File: src/jsu_pkg.sv
// shared types and constants for the json string unescaper
`timescale 1ns / 1ps

package jsu_pkg;

    localparam int BUFFER_BYTES = 256;
    localparam int CAP_LIMIT_INT = (BUFFER_BYTES < 256) ? BUFFER_BYTES : 256;
    localparam logic [8:0] CAP_LIMIT = 9'(CAP_LIMIT_INT);

    localparam logic [1:0] REG_CAPACITY      = 2'd0;
    localparam logic [1:0] REG_CAPTURE_EN    = 2'd1;
    localparam logic [1:0] REG_REJECT_EMPTY  = 2'd2;

    localparam logic [8:0] CAPACITY_RESET = 9'd256;

    localparam logic [7:0] CH_NUL   = 8'h00;
    localparam logic [7:0] CH_SPACE = 8'h20;
    localparam logic [7:0] CH_QUOTE = 8'h22;
    localparam logic [7:0] CH_SLASH = 8'h2F;
    localparam logic [7:0] CH_BSLASH = 8'h5C;
    localparam logic [7:0] CH_B = 8'h62;
    localparam logic [7:0] CH_F = 8'h66;
    localparam logic [7:0] CH_N = 8'h6E;
    localparam logic [7:0] CH_R = 8'h72;
    localparam logic [7:0] CH_T = 8'h74;

    typedef enum logic [1:0] {
        PH_WAIT = 2'd0,
        PH_TEXT = 2'd1,
        PH_ESC  = 2'd2
    } phase_t;

    typedef enum logic [2:0] {
        ST_OK      = 3'd0,
        ST_NOQUOTE = 3'd1,
        ST_CONTROL = 3'd2,
        ST_ESCAPE  = 3'd3,
        ST_UNTERM  = 3'd4,
        ST_EMPTY   = 3'd5
    } status_t;

    typedef struct packed {
        logic [8:0] capacity;
        logic       capture_enable;
        logic       reject_empty;
    } cfg_t;

    typedef struct packed {
        phase_t     phase;
        logic [7:0] stored_count;
        logic       saw_char;
        logic       overflowed;
        logic       has_lead;
        logic [7:0] lead_position;
        logic [7:0] lead_value;
    } str_state_t;

    typedef struct packed {
        logic       valid;
        logic       is_done;
        logic [7:0] char_out;
        logic [7:0] char_index;
        logic [7:0] final_length;
        status_t    status;
        logic       truncated;
    } result_t;

    localparam str_state_t STATE_CLEAR = '{
        phase: PH_WAIT, stored_count: 8'd0, saw_char: 1'b0, overflowed: 1'b0,
        has_lead: 1'b0, lead_position: 8'd0, lead_value: 8'd0
    };

endpackage

File: src/jsu_cfg.sv
// configuration registers
`timescale 1ns / 1ps

module jsu_cfg (
    input  logic          aclk,
    input  logic          aresetn,
    input  logic          cfg_wr_en,
    input  logic [1:0]    cfg_index,
    input  logic [8:0]    cfg_wdata,
    output jsu_pkg::cfg_t cfg
);
    import jsu_pkg::*;

    cfg_t cfg_reg;
    cfg_t cfg_next;

    always_comb begin
        cfg_next = cfg_reg;
        if (cfg_wr_en) begin
            unique case (cfg_index)
                REG_CAPACITY:     cfg_next.capacity = cfg_wdata;
                REG_CAPTURE_EN:   cfg_next.capture_enable = cfg_wdata[0];
                REG_REJECT_EMPTY: cfg_next.reject_empty = cfg_wdata[0];
                default:          cfg_next = cfg_reg;
            endcase
        end
    end

    always_ff @(posedge aclk) begin
        if (!aresetn) begin
            cfg_reg.capacity       <= CAPACITY_RESET;
            cfg_reg.capture_enable <= 1'b1;
            cfg_reg.reject_empty   <= 1'b0;
        end else begin
            cfg_reg <= cfg_next;
        end
    end

    assign cfg = cfg_reg;

endmodule

File: src/jsu_step.sv
// per-byte decode: next string state and the result item, if any
`timescale 1ns / 1ps

module jsu_step (
    input  jsu_pkg::cfg_t       cfg,
    input  jsu_pkg::str_state_t cur,
    input  logic [7:0]          byte_in,
    output jsu_pkg::str_state_t nxt,
    output jsu_pkg::result_t    res
);
    import jsu_pkg::*;

    logic [8:0] eff_cap;
    logic [8:0] count_plus;
    logic [2:0] need;
    logic [8:0] tail_len;
    logic [7:0] trim_len;

    // effective capacity and trailing utf-8 trim, computed from current state
    always_comb begin
        eff_cap    = (cfg.capacity > CAP_LIMIT) ? CAP_LIMIT : cfg.capacity;
        count_plus = {1'b0, cur.stored_count} + 9'd1;
        if (cur.lead_value[7] == 1'b0)              need = 3'd1;
        else if (cur.lead_value[7:5] == 3'b110)     need = 3'd2;
        else if (cur.lead_value[7:4] == 4'b1110)    need = 3'd3;
        else if (cur.lead_value[7:3] == 5'b11110)   need = 3'd4;
        else                                        need = 3'd0;
        tail_len = {1'b0, cur.stored_count} - {1'b0, cur.lead_position};
        trim_len = cur.stored_count;
        if (cur.overflowed && (cur.stored_count != 8'd0) && cur.has_lead &&
            ((need == 3'd0) || (tail_len < {6'd0, need}))) begin
            trim_len = cur.lead_position;
        end
    end

    always_comb begin
        logic       do_store;
        logic [7:0] ch;
        nxt      = cur;
        res      = '0;
        do_store = 1'b0;
        ch       = byte_in;

        unique case (cur.phase)
            PH_TEXT: begin
                if (byte_in == CH_NUL) begin
                    nxt = STATE_CLEAR;
                    res.valid = 1'b1; res.is_done = 1'b1; res.status = ST_UNTERM;
                end else if (byte_in == CH_QUOTE) begin
                    nxt = STATE_CLEAR;
                    res.valid        = 1'b1;
                    res.is_done      = 1'b1;
                    res.final_length = trim_len;
                    res.truncated    = cur.overflowed;
                    res.status       = (cfg.reject_empty && !cur.saw_char) ?
                                       ST_EMPTY : ST_OK;
                end else if (byte_in < CH_SPACE) begin
                    nxt = STATE_CLEAR;
                    res.valid = 1'b1; res.is_done = 1'b1; res.status = ST_CONTROL;
                end else if (byte_in == CH_BSLASH) begin
                    nxt.saw_char = 1'b1;
                    nxt.phase    = PH_ESC;
                end else begin
                    do_store = 1'b1;
                end
            end
            PH_ESC: begin
                if (byte_in == CH_NUL) begin
                    nxt = STATE_CLEAR;
                    res.valid = 1'b1; res.is_done = 1'b1; res.status = ST_UNTERM;
                end else if (byte_in == CH_B || byte_in == CH_F || byte_in == CH_N ||
                             byte_in == CH_R || byte_in == CH_T) begin
                    ch        = CH_SPACE;
                    nxt.phase = PH_TEXT;
                    do_store  = 1'b1;
                end else if (byte_in == CH_QUOTE || byte_in == CH_BSLASH ||
                             byte_in == CH_SLASH) begin
                    nxt.phase = PH_TEXT;
                    do_store  = 1'b1;
                end else begin
                    nxt = STATE_CLEAR;
                    res.valid = 1'b1; res.is_done = 1'b1; res.status = ST_ESCAPE;
                end
            end
            default: begin
                // waiting for the opening quote, also the unused phase code
                nxt = STATE_CLEAR;
                if (byte_in != CH_QUOTE ||
                    (cfg.capture_enable && cfg.capacity == 9'd0)) begin
                    res.valid = 1'b1; res.is_done = 1'b1; res.status = ST_NOQUOTE;
                end else begin
                    nxt.phase = PH_TEXT;
                end
            end
        endcase

        if (do_store) begin
            nxt.saw_char = 1'b1;
            if (cfg.capture_enable) begin
                if (count_plus < eff_cap) begin
                    // continuation bytes do not move the lead marker
                    if (ch[7:6] != 2'b10) begin
                        nxt.has_lead      = 1'b1;
                        nxt.lead_position = cur.stored_count;
                        nxt.lead_value    = ch;
                    end
                    nxt.stored_count = count_plus[7:0];
                    res.valid      = 1'b1;
                    res.char_out   = ch;
                    res.char_index = cur.stored_count;
                end else begin
                    nxt.overflowed = 1'b1;
                end
            end
        end
    end

endmodule

File: src/json_string_unescape_truncate.sv
// top level: input register, decode step, result register
//
// channel  dir  handshake          payload
// s_       in   s_valid/s_ready    s_byte_in
// m_       out  m_valid/m_ready    m_is_done m_char_out m_char_index
//                                  m_final_length m_status m_truncated
// cfg_     in   cfg_wr_en          cfg_index cfg_wdata
//
// one byte per cycle unless m_ready low holds a result; a byte's result, if any,
// is loaded into the result register when the byte leaves the input register,
// and at most one result comes from each byte.
// string state advances when the byte leaves the input register, so a result
// held by m_ready low holds both stages and back-pressures s_ready.
// reset (aresetn low, synchronous) empties both stages, returns the string
// state to waiting for a quote and loads the register defaults.
`timescale 1ns / 1ps

module json_string_unescape_truncate (
    input  logic             aclk,
    input  logic             aresetn,
    input  logic             cfg_wr_en,
    input  logic [1:0]       cfg_index,
    input  logic [8:0]       cfg_wdata,
    input  logic             s_valid,
    output logic             s_ready,
    input  logic [7:0]       s_byte_in,
    output logic             m_valid,
    input  logic             m_ready,
    output logic             m_is_done,
    output logic [7:0]       m_char_out,
    output logic [7:0]       m_char_index,
    output logic [7:0]       m_final_length,
    output logic [2:0]       m_status,
    output logic             m_truncated
);
    import jsu_pkg::*;

    cfg_t       cfg;
    logic       in_valid_reg;
    logic [7:0] in_byte_reg;
    str_state_t state_reg;
    str_state_t state_next;
    result_t    step_res;
    result_t    out_reg;
    logic       advance;

    jsu_cfg u_cfg (
        .aclk      (aclk),
        .aresetn   (aresetn),
        .cfg_wr_en (cfg_wr_en),
        .cfg_index (cfg_index),
        .cfg_wdata (cfg_wdata),
        .cfg       (cfg)
    );

    jsu_step u_step (
        .cfg     (cfg),
        .cur     (state_reg),
        .byte_in (in_byte_reg),
        .nxt     (state_next),
        .res     (step_res)
    );

    // the byte in the input register moves on once the result slot is free
    assign advance = in_valid_reg && (!out_reg.valid || m_ready);
    assign s_ready = !in_valid_reg || advance;

    always_ff @(posedge aclk) begin
        if (!aresetn) begin
            in_valid_reg <= 1'b0;
        end else if (s_ready) begin
            in_valid_reg <= s_valid;
        end
    end

    always_ff @(posedge aclk) begin
        if (s_valid && s_ready) begin
            in_byte_reg <= s_byte_in;
        end
    end

    always_ff @(posedge aclk) begin
        if (!aresetn) begin
            state_reg <= STATE_CLEAR;
        end else if (advance) begin
            state_reg <= state_next;
        end
    end

    always_ff @(posedge aclk) begin
        if (!aresetn) begin
            out_reg.valid <= 1'b0;
        end else if (advance) begin
            out_reg.valid <= step_res.valid;
        end else if (m_ready) begin
            out_reg.valid <= 1'b0;
        end
        if (advance && step_res.valid) begin
            out_reg.is_done      <= step_res.is_done;
            out_reg.char_out     <= step_res.char_out;
            out_reg.char_index   <= step_res.char_index;
            out_reg.final_length <= step_res.final_length;
            out_reg.status       <= step_res.status;
            out_reg.truncated    <= step_res.truncated;
        end
    end

    assign m_valid        = out_reg.valid;
    assign m_is_done      = out_reg.is_done;
    assign m_char_out     = out_reg.char_out;
    assign m_char_index   = out_reg.char_index;
    assign m_final_length = out_reg.final_length;
    assign m_status       = out_reg.status;
    assign m_truncated    = out_reg.truncated;

endmodule

File: config.mk
export PLATFORM = sky130hd
export DESIGN_NAME = json_string_unescape_truncate
export DESIGN_NICKNAME = d
export VERILOG_FILES = /design/src/jsu_pkg.sv /design/src/jsu_cfg.sv /design/src/jsu_step.sv /design/src/json_string_unescape_truncate.sv
export SDC_FILE = /design/constraint.sdc
export NUM_CORES = 1
export LEC_CHECK = 0
export BUFFER_PORTS_ARGS = -buffer_cell sky130_fd_sc_hd__clkbuf_2
export CORE_MARGIN = 10
export CORE_UTILIZATION = 50
export DETAILED_ROUTE_END_ITERATION = 7
export PLACE_DENSITY = 0.79
export SKIP_LAST_GASP = 1
export SYNTH_ARGS = -nofsm -noshare
export SYNTH_HDL_FRONTEND = slang
export SYNTH_SLANG_ARGS = --single-unit
File: constraint.sdc
create_clock -name aclk -period 11.4 [get_ports aclk]
set_clock_uncertainty 0.15 [all_clocks]
set_input_delay 0 -clock aclk [delete_from_list [all_inputs] [get_ports aclk]]
set_output_delay 0 -clock aclk [all_outputs]
set_load 0.1 [all_outputs]
### Word-level counts from Yosys, hierarchy flattened

Cells that the tools add are included.

| word-level totals | value |
|---|---|
| bits in registers | 79 |
| input port bits | 24 |
| output and inout bits | 31 |

| operators by class | value |
|---|---|
| $add $sub $neg | 2 |
| order comparisons | 4 |
| equality and inequality tests | 21 |
| multiplexer cells | 61 |
| bitwise gates (word level) | 2 |
| reduce and logical (&&, ||, !) cells | 34 |

Operator list:

| kind | count |
|---|---|
| 2-to-1 mux 29 bit | 3 |
| 2-to-1 mux 27 bit | 3 |
| one-hot mux 29 bit (2 select lines) | 1 |
| 2-to-1 mux 8 bit | 7 |
| equality test 8 x 7 -> 1 bit (second input constant) | 6 |
| 2-to-1 mux 18 bit | 2 |
| 2-to-1 mux 17 bit | 2 |
| 2-to-1 mux 3 bit | 9 |
| 2-to-1 mux 2 bit | 11 |
| 2-to-1 mux 1 bit | 19 |
| equality test 8 x 6 -> 1 bit (second input constant) | 2 |
| logical OR 1 bit | 10 |
| adder 8 x 1 -> 9 bit (second input constant) | 1 |
| greater-than comparator 9 bit (second input constant) | 1 |
| logical NOT 9 bit | 1 |
| less-than comparator 9 x 3 -> 1 bit | 1 |
| less-than comparator 9 bit | 1 |
| 2-to-1 mux 9 bit | 1 |
| subtractor 8 x 8 -> 9 bit | 1 |
| logical AND 1 bit | 8 |
| logical NOT 8 bit | 1 |
| less-than comparator 8 x 6 -> 1 bit (second input constant) | 1 |
| inequality test 4 x 3 -> 1 bit (second input constant) | 2 |
| inequality test 8 x 6 -> 1 bit (second input constant) | 1 |
| 21 further kinds | 29 |

### Logic depth before layout (Yosys ltp)

| depth | value |
|---|---|
| depth after elaboration | 13 |
| gate-level depth with buffers | 14 |
| mapped depth without buffers | 12 |

### Modules after synthesis

From an unflattened synthesis, not the netlist that was laid out.

| second synthesis, totals | value |
|---|---|
| cell total of the unflattened synthesis | 527 |
| area, all modules | 4769.6 µm² |

By module, submodules not included:

| module | times used | cells each | area each (µm²) |
|---|---|---|---|
| json_string_unescape_truncate | 1 | 175 | 2368.5 |
| jsu_step | 1 | 303 | 1930.6 |
| jsu_cfg | 1 | 49 | 470.5 |

### Least setup slack after synthesis

Ideal clock, no wire load.

| timing path | value |
|---|---|
| path type | register to register |
| start | register state_reg[19] (netlist name) |
| end | register out_reg (netlist bit m_char_index[0]), enable pin |
| library setup time | 0.415 ns |
| arrival | 3.502 ns |
| data required time | 10.835 ns |
| setup slack | 7.333 ns |
| cell stages (with the launch flop) | 12 |
| clock period less this slack | 4.067 ns |
| cell sequence | dfxtp_1 > ha_1 > and3_1 > and3_1 > and3_1 > ha_1 > a21oi_1 > o21ai_0 > a21oi_1 > o211a_4 > o21ba_2 > nor2_1 |

| between the ends | value |
|---|---|
| word-level cells in the longest chain between the ends | 6 |

RTL lines:

| item | line | RTL |
|---|---|---|
| start: declaration | json_string_unescape_truncate.sv:41 | `str_state_t state_reg;` |
| start signal: assignment | json_string_unescape_truncate.sv:86 | `state_reg <= state_next;` |
| adder 8 x 1 -> 9 bit | jsu_step.sv:22 | `count_plus = {1'b0, cur.stored_count} + 9'd1;` |
| less-than comparator 9 bit | jsu_step.sv:100 | `if (count_plus < eff_cap) begin` |
| 2-to-1 mux 1 bit | jsu_step.sv:100 |  |
| 2-to-1 mux 1 bit | jsu_step.sv:99 | `if (cfg.capture_enable) begin` |
| 2-to-1 mux 1 bit | jsu_step.sv:97 | `if (do_store) begin` |
| logical AND 1 bit | json_string_unescape_truncate.sv:98 | `if (advance && step_res.valid) begin` |
| end: declaration | json_string_unescape_truncate.sv:44 | `result_t out_reg;` |

Every way passes these cells.
A chain may end at the register's enable or synchronous reset.

### Worst setup path in the final report

| timing path | value |
|---|---|
| start | register state_reg[20] (netlist name) |
| end | register out_reg (netlist bit m_char_index[2]), enable pin |

The elaborated chain is that of the path after synthesis.

==> flow_metrics.py <==
metrics = {
    "routing": {
        "starting_drc_count_in_detailed_routing": 251,
        "wl_um": 9710,
        "route.detailed.drc": 0,
        "routed-via-count": 3354,
        "route.detailed.vias_per_inst": 5.743,
        "route.antenna.remaining_nets": 0,
        "drtPass1Iterations": 6,
        "avgRoutedWirePerCell_um": 16.63,
    },
    "clock_network": {
        "worst_skew_pair_later_pin_latency_ns": 0.34,
        "cts_repair_resize_count": 0,
        "tritoncts_buffer_count": 9,
        "cts.path.max_buffers": 2,
        "clkSinkCount": 76,
        "h_tree_depth_reported_by_cts": 3,
        "clock-root-buffer": "clkbuf_8",
        "clk_transition_reported_paths_ns": 0.09,
        "tritoncts_clock_tree": "done",
    },
    "logic_synthesis": {
        "synth.top_cells.by_area": "edfxtp_1 (28%), dfxtp_1 (19%), ha_1 (6.8%)",
        "synth.yosys.seq_area_share_pct": 46.99,
        "postSynthAreaPerCell_um2": 10.07,
        "yosys.area_share.xor_xnor_pct": 1.523,
        "post_synth_and_or_nand_nor_area_fraction_pct": 21.50,
        "synthAdderAreaFrac_pct": 7.334,
        "synth_enable_flop_cells": 37,
        "postSynthNetCount": 447,
        "synth.largest_area_cell": "edfxtp_1",
        "compound_cell_area_share_of_the_yosys_netlist_pct": 14.20,
        "most_used_flip_flop_cell_after_synthesis": "dfxtp_1",
        "synth.distinct_cells": 61,
        "synthArstFlopShare_pct": 0,
        "largest_family_of_logic_cells_by_synthesized_area": "simple AND/OR/NAND/NOR gates",
        "synthesis.instances": 400,
        "post_synth_mux_area_share_pct": 4.972,
        "synth-seq-cells": 76,
        "synth.top_cell.area_share_pct": 27.59,
        "syn_area_um2": 4026,
        "total_of_warnings_raised_by_yosys": 0,
    },
    "cells_and_area": {
        "multiInputGateArea_um2": 1997,
        "largest_register_ffs": 26,
        "areaGrowthSynthToFinish_pct": 19.17,
        "antenna_fix_cells": 0,
        "layout.nets": 524,
        "drive_above_1_share_pct": 17.22,
        "fillerInstances": 663,
        "seqCellArea_um2": 1892,
    },
    "critical_path": {
        "cp_cell_sequence": "ha_1 > and3_1 > and3_1 > and3_1 > ha_1 > a21oi_1 > o21ai_0 > a21oi_1 > o211a_4 > o21ba_2 > nor2_2 > buf_4",
        "endpoint_kind_of_the_worst_setup_timing_path": "register",
        "critPathSlowestCell": "dfxtp_1",
        "critical-path-top-delay-family": "compound AO/OA/AOI/OAI gates",
        "worst-setup-path-type": "reg -> reg",
        "critical_path_buf_inv_count": 1,
        "critPathMaxStageDelay_ns": 0.51,
        "start_kind": "register",
        "critPathMostFrequentCell": "and3_1",
        "worst_ep_required_time_ns": 11.25,
        "worstPathArrival_ns": 3.59,
        "critPathMaxFanout": 29,
    },
    "global_routing": {
        "grt_max_degree": 30,
        "number_of_global_route_vias_before_repair": 3264,
        "grt_pass1_wl_um": 16180,
        "grt_overflow": 0,
        "grt_use_total_pct": 16.64,
        "grt_antenna_before_repair": 0,
    },
    "outcome": {
        "status": "completed",
    },
    "power_and_ir_drop": {
        "total_leakage_power_nw": 1.995,
        "report.power.total_w": 0.0005396,
        "power.density_nw_per_um2": 112.5,
        "max-vdd-ir-drop_mv": 0.08906,
    },
    "sta": {
        "period_needed_ns": 3.737,
        "worst_pin_slew_ns": 1.050,
        "grt_setup_unrepaired": "no",
        "max_slew_margin_pct": 29.97,
        "setup_total_negative_slack_ns": 0,
        "final.hold.worst_slack_ns": 0.03683,
        "fmax_mhz": 267.6,
        "timing.final.hold_violations": 0,
        "timing.final.crit_share_pct": 32.78,
        "setup_viol": 0,
        "final-max-slew-violation-count": 0,
    },
    "die": {
        "initial_core_util_pct": 51.84,
        "die_height_um": 109.7,
        "std_cell_rows": 32,
        "placeableCoreArea_um2": 7767,
        "design.portCount": 55,
        "die_width_um": 109.7,
        "floorplan.die_area_um2": 12040,
    },
    "placed_design": {
        "dpl.hpwl_um": 6795,
        "gp_routability_congestion": 0.8875,
        "place.port_buffers": 54,
    },
    "min_path": {
        "hold_path.class": "in -> reg",
    },
    "run": {
        "reported_max_cap_violation_count": 0,
    },
}
[report_power, final]
group / total (W) / internal (W) / switching, W / leakage (nW)
sequential: 0.000298 / 0.000293 / 0.00000537 / 0.675
clock: 0.000182 / 0.0000800 / 0.000102 / 0.0799
combinational: 0.0000600 / 0.0000171 / 0.0000428 / 1.24
[stage by stage]
step                area [µm²]  worst slack (ns)  utilization [%]  std cells
finish                    4798             7.663            61.78        584
global route              4798             7.414            61.78        584
CTS                       4798             7.684            61.78        584
detailed placement        4369             7.721            56.25        542
global placement          4369             7.889            56.25        542
floorplan                 4026             7.333                -        400
[worst paths after layout]
path                               from  depth (start not counted)  slack, ns                       endpoint
max reg2reg  state_reg[20]$_SDFFE_PN0P_                         12       7.66  m_char_index[2]$_SDFFCE_PN0P_
min reg2reg  state_reg[16]$_SDFFE_PN0P_                          2       0.31     state_reg[16]$_SDFFE_PN0P_
min                             aresetn                          3       0.04      state_reg[7]$_SDFFE_PN0P_
max          state_reg[20]$_SDFFE_PN0P_                         12       7.66  m_char_index[2]$_SDFFCE_PN0P_
[worst min-delay path, cell delays in order]
cell and delay [ns]:
clkbuf_2 0.27, nand2_1 0.14, o22ai_1 0.07
[synth_stat cells, types with 4 or more instances]
cell type	number
nor3_1	9
mux2i_1	20
a32o_1	5
clkbuf_1	12
nand2b_1	4
edfxtp_1	37
nand4b_1	4
inv_1	17
dfxtp_1	39
and2_1	16
o21ai_0	10
nor3b_1	4
a21oi_1	16
xor2_1	5
nor2_1	37
ha_1	22
nand3b_1	4
a22o_1	5
and3_1	17
nand2_1	41
nor2b_1	5
nand3_1	6
o211ai_1	7
o32ai_1	4
[repair_timing]
item,in CTS,in global routing
hold buffers,26,0
setup buffers,0,0
hold endpoints to repair,21,0
[final cells by class]
class | instances | share of cell area (%)
Inverter | 18 | 1.408
Sequential cell | 76 | 39.43
Clock inverter | 5 | 0.7823
Timing Repair Buffer | 82 | 11.37
Tap cell | 102 | 2.660
Multi-Input combinational cell | 290 | 41.62
Clock buffer | 11 | 2.738
[cells by family after synthesis]
family                     after synthesis
buffers and inverters                   34
adders and majority gates               23
AOI/OAI and AO/OA                       76
xor gates and xnor gates                 7
and+or+nand+nor                        164
muxes                                   20
DFF                                     76
[cell usage in the layout, fill, tap and decap left out, types with 3 or more instances in the layout]
master	n
nor4b_1	3
nor3_1	9
o32ai_1	4
o21ai_0	10
dfxtp_1	39
edfxtp_1	37
ha_1	22
a31oi_1	3
clkbuf_8	9
a22o_1	5
a32o_1	5
nand2_1	41
nor2b_1	5
nand4b_1	4
and2_1	16
clkbuf_2	54
or3_1	3
o211ai_1	7
nand3_1	6
nand2b_1	4
a21oi_1	16
inv_1	17
nand3b_1	4
nor3b_1	4
xor2_1	5
nor2_1	36
a22oi_1	3
dlygate4sd3_1	26
mux2i_1	20
and3_1	17
[metal layers]
metal  share of wire (%)  wire (µm)  GRT usage (%)
met5                   0          0              0
met1                  43       4188          21.74
met4                0.97         94          5.669
met3                 6.7        649          2.867
met2                  49       4778          27.26
Power figures use the tool's default switching activity.
